[src/hdl/llh_pkg.sv]
// Package for the log2 latency histogram: sizes, command and status codes,
// and the controller state type. No dependencies.
`timescale 1ns / 1ps
package llh_pkg;

  localparam int THREAD_SLOTS = 64;
  localparam int BUCKETS      = 64;
  localparam int HISTOGRAMS   = 8;
  localparam int COUNT_BITS   = 32;

  localparam int SLOT_AW   = (THREAD_SLOTS > 1) ? $clog2(THREAD_SLOTS) : 1;
  localparam int BUCKET_W  = $clog2(BUCKETS);
  localparam int CNT_DEPTH = HISTOGRAMS * BUCKETS;
  localparam int CNT_AW    = (CNT_DEPTH > 1) ? $clog2(CNT_DEPTH) : 1;
  localparam int TS_W      = 63;

  localparam logic [COUNT_BITS-1:0] COUNT_MAX = '1;

  typedef enum logic [1:0] {
    CMD_START = 2'd0,
    CMD_END   = 2'd1,
    CMD_READ  = 2'd2,
    CMD_NONE  = 2'd3
  } cmd_t;

  typedef enum logic [1:0] {
    ST_START   = 2'd0,
    ST_COUNTED = 2'd1,
    ST_IGNORED = 2'd2,
    ST_READ    = 2'd3
  } status_t;

  typedef enum logic [2:0] {
    S_CLEAR,
    S_IDLE,
    S_DIFF,
    S_LZ1,
    S_LZ2,
    S_UPD,
    S_RESULT
  } state_t;

endpackage

[src/hdl/llh_log2.sv]
// Two-stage floor(log2) encoder for a signed 64-bit duration; differences
// below 2 map to bucket 0, result clamped to the last bucket. Uses llh_pkg.
`timescale 1ns / 1ps
module llh_log2
  import llh_pkg::*;
(
  input  logic                clk,
  input  logic [63:0]         diff,
  output logic [BUCKET_W-1:0] bucket
);

  logic             neg;
  logic [7:0]       grp_nz;
  logic [7:0][2:0]  grp_pos;
  logic [7:0]       grp_nz_next;
  logic [7:0][2:0]  grp_pos_next;
  logic [63:0]      mag;
  logic [5:0]       raw;

  assign mag = {1'b0, diff[62:0]};

  always_comb begin
    grp_nz_next  = '0;
    grp_pos_next = '0;
    for (int g = 0; g < 8; g++) begin
      grp_nz_next[g] = |mag[8*g +: 8];
      for (int k = 0; k < 8; k++) begin
        if (mag[8*g + k]) begin
          grp_pos_next[g] = 3'(k);
        end
      end
    end
  end

  always_ff @(posedge clk) begin
    neg     <= diff[63];
    grp_nz  <= grp_nz_next;
    grp_pos <= grp_pos_next;
  end

  always_comb begin
    raw = '0;
    for (int g = 0; g < 8; g++) begin
      if (grp_nz[g]) begin
        raw = {3'(g), grp_pos[g]};
      end
    end
    if (neg) begin
      raw = '0;
    end
  end

  assign bucket = (int'(raw) > BUCKETS - 1) ? BUCKET_W'(BUCKETS - 1) : BUCKET_W'(raw);

endmodule
[config.mk]
export PLATFORM = sky130hd
export DESIGN_NAME = llh_log2
export DESIGN_NICKNAME = d
export VERILOG_FILES = /design/src/hdl/llh_pkg.sv /design/src/hdl/llh_log2.sv
export SDC_FILE = /design/constraint.sdc
export NUM_CORES = 1
export LEC_CHECK = 0
export ABC_AREA = 1
export BUFFER_PORTS_ARGS = -buffer_cell sky130_fd_sc_hd__buf_2
export CAP_MARGIN = 20
export CORE_UTILIZATION = 40
export CTS_CLUSTER_DIAMETER = 50
export DETAILED_ROUTE_END_ITERATION = 8
export PLACE_DENSITY = 0.71
export SLEW_MARGIN = 5
export SYNTH_ARGS = -nofsm -noshare
export SYNTH_HDL_FRONTEND = slang
export SYNTH_SLANG_ARGS = --single-unit
[constraint.sdc]
create_clock -name clk -period 0.87 [get_ports clk]
set_input_delay 0 -clock clk [delete_from_list [all_inputs] [get_ports clk]]
set_output_delay 0 -clock clk [all_outputs]
set_load 0.005 [all_outputs]
* Word-level counts from Yosys, hierarchy flattened
Index checks and enable logic that the tools add are counted.
Word-level totals: input bits 65, word-level logic and storage cells 104, bits in registers 33
Cells by class: muxes and demuxes 56, reduce and logical (&&, ||, !) cells 23
Operators by type and width (number):
- $reduce_or 8->1 | 7
- $mux 6 | 8
- $mux 3 | 15
- $mux 2 | 18
- $reduce_or 4->1 | 7
- $mux 1 | 15
- $reduce_or 2->1 | 7
- $reduce_or 7->1 | 1
- $reduce_or 3->1 | 1

* Logic depth before layout (Yosys ltp)
depth in word-level cells 9, depth in mapped cells 8, mapped depth without buffers 8

* Worst setup path after synthesis
No wires, ideal clock.
path type register to output, from reg grp_nz[3], to out bucket[0], stages on the path, launching flop included 9, path buffers 0, setup slack -0.006 ns, data arrival time 0.876 ns, cell sequence dfxtp_1 -> inv_2 -> nand2_2 -> nor2_1 -> nor2_2 -> nand2_1 -> nand2_1 -> nand2_1 -> a21oi_2
Between the ends: longest elaborated chain between the ends 6
Ends and longest elaborated chain:
- from (decl) | RTL line llh_log2.sv:13 | logic [7:0] grp_nz;
- from (signal assigned) | RTL line llh_log2.sv:37 | grp_nz <= grp_nz_next;
- $mux 6 (5 in a row) | RTL line llh_log2.sv:44 | if (grp_nz[g]) begin
- $mux 6 | RTL line llh_log2.sv:48 | if (neg) begin
- to (decl) | RTL line llh_log2.sv:9 | output logic [BUCKET_W-1:0] bucket
No other way between the ends.

* Final worst setup path
from reg grp_nz[4], to out bucket[0]
Between the ends: longest elaborated chain between the ends 5
Ends and longest elaborated chain (RTL line):
- $mux 6 (4 in a row) | llh_log2.sv:44
- $mux 6 | llh_log2.sv:48
No other way between the ends.

==> out/results.txt <==
syn_nets - 268
Die Span X - 61.4 um
WHS Path Cells - 4
initial antenna violation count - 0
Starting Density - 42.0%
startpoint types - flop
CTS tree - done
xor and xnor area share after synthesis - 0%
dominant cell type by area after synthesis - dfxtp_1
Tcrit/Tclk final - 157%
Max-slew headroom - 85.0%
max_cap viols - 0
Avg WL per Cell - 12.0 um
PD cells - 1260 nW/um^2
Arr. time, crit path - 1370 ps
DRC - 0
main area contributors after synthesis - dfxtp_1 (47%), nor2_1 (9.8%), nand2_1 (9.6%)
Post-DP Area - 1880 sq um
Peak VDD IR - 839 uV
Static Leak - 1.33 nW
clk slew on worst S/H paths - 110 ps
fmax - 731 MHz
post-synthesis mux area share - 0%
hold slack - 0.842 ps
clk root buf - clkbuf_4
minimum clock period - 1370 ps
GPL Wtd Cong - 0.763
#FFs+latches synth - 33
Slew Viols, Final - 0
Final Hold Vio Count - 0
drt total wl - 4.84 mm
final setup TNS - -2420 ps
Clock Tree Buf Depth - 2
largest net degree at the start of global routing - 12
area of the core - 3360 sq um
GRT overflow - 0
Mapped Area - 1410 sq um
Antenna diodes - 0
vias in the first global route - 1648
Synth Area in Simple Gates - 26.5%
share of the synthesized area in the top cell type - 46.8%
routed via count - 1846
DIE HEIGHT - 61.4 um
status - finished with violations
# rows - 21
Syn Inst Count - 203
commonest non-fill, non-tap cell in the layout - buf_2
H-tree lvl count - 2
CTS Buf Count - 5
Post-Syn Area per Cell - 6.96 sq um
Synth Area in Adders - 0%
Synth-to-Final Area Change - 93.3%
largest family of logic cells by synthesized area - simple AND/OR/NAND/NOR gates
hold crit path type - primary input to flop
WS Path Type - flop to primary output
post-synth cell types - 18
hpwl dp - 2.27 mm
register area share after synthesis - 46.8%
fin nets - 420
vias per cell - 4.59
share of cells above drive strength 1 - 40.7%
Initial DRT Pass Iterations - 4
I/O Buffers - 70
RSZ-0062 raised after global routing - yes
fin area - 2730 sq um
clock sink total - 33
Critical Path RT - 870 ps
die area - 3770 sq um
worst-margin pin slew - 225 ps
first-pass GRT wire length - 6.37 mm
Iter 0 DRT Violations - 60
final number of setup-violating endpoints - 6
Top-Level Pins - 71
Yosys Warn Count - 0
failing checks - setup timing
crit end category - primary output
peak fanout along the critical path - 4
Design Power - 3.43 mW
GRT Total Usage - 23.4%
Synth Area in Compound Gates - 17.1%
final setup margin - -498 ps
most frequent cells in the layout - buf_2 (70), dlygate4sd3_1 (62), nand2_1 (32), dfxtp_1 (27), nor2_1 (20)
Detail Route Antenna Nets - 0
==> what timing repair did <==
action / in CTS / in global routing
endpoints found under the setup margin: 6 / 34
resized for setup: 7 / 31
setup buffers: 0 / 5
pin swaps: 0 / 16
endpoints found under the hold margin: 33 / 13
hold buffers: 58 / 11
==> through the flow <==
step           util [%]  setup WS [ps]  std cells
5_1_grt            81.2           -644        402
2_1_floorplan         -           46.3        203
3_5_place_dp       56.0           -138        327
6_report           81.2           -498        402
4_1_cts            76.3           -486        393
3_3_place_gp       56.0           -109        327
==> registers in the layout (all words and copies together), names as in the netlist <==
register  count
neg           1
grp_nz        8
grp_pos      24
==> Yosys cell counts <==
library cell and instances:
a21oi_1 17, a21oi_2 3, a31oi_1 1, clkinv_2 1, dfxtp_1 33, inv_1 19
inv_2 16, nand2_1 36, nand2_2 1, nand3_1 14, nor2_1 37, nor2_2 3
nor3_1 1, o211ai_1 1, o21ai_0 1, o21ai_1 14, o21bai_1 2, o221ai_1 3
==> critical path, cell delays in order, from the launching register on <==
cell and delay [ps]:
dfxtp_4 380, inv_4 60, nand2_1 60, nor2_2 100
nand2_1 60, nand2_2 60, nand2_2 50, a21oi_2 140
buf_2 120
==> logic make-up (layout without fill, tap and decap cells) <==
| family | count (synthesis) | after routing |
|---|---|---|
| buffers and inverters | 36 | 189 |
| flip-flops | 33 | 33 |
| AO/OA/AOI/OAI | 42 | 42 |
| AND/OR/NAND/NOR | 92 | 92 |
==> report_power, final <==
| part | total (mW) | switching (mW) | internal (mW) | leakage (nW) |
|---|---|---|---|---|
| Clock | 1.19 | 0.506 | 0.683 | 0.0445 |
| Combinational | 0.653 | 0.260 | 0.393 | 1.02 |
| Sequential | 1.59 | 0.0228 | 1.56 | 0.271 |
==> metal layers <==
metal  GRT usage [%]  part of all wire [%]  wire length, um
met5               0                     0                0
met4            6.35                   2.3              112
met3            5.46                   3.8              184
met2            48.8                    57             2740
met1            22.2                    37             1800
==> cell type report <==
type                            instances  area [sq um]
Sequential cell                        33           676
Multi-Input combinational cell        134           693
Tap cell                               46          57.6
Inverter                               36           139
Fill cell                             217           633
Timing Repair Buffer                  145          1080
Clock inverter                          2          37.5
Clock buffer                            6          51.3
==> worst paths after layout <==
path / from / to / slack (ps)
min: diff[6] / grp_pos[0] / 0.8
max: grp_nz[4] / bucket[0] / -500
Power figures use the tool's default switching activity.
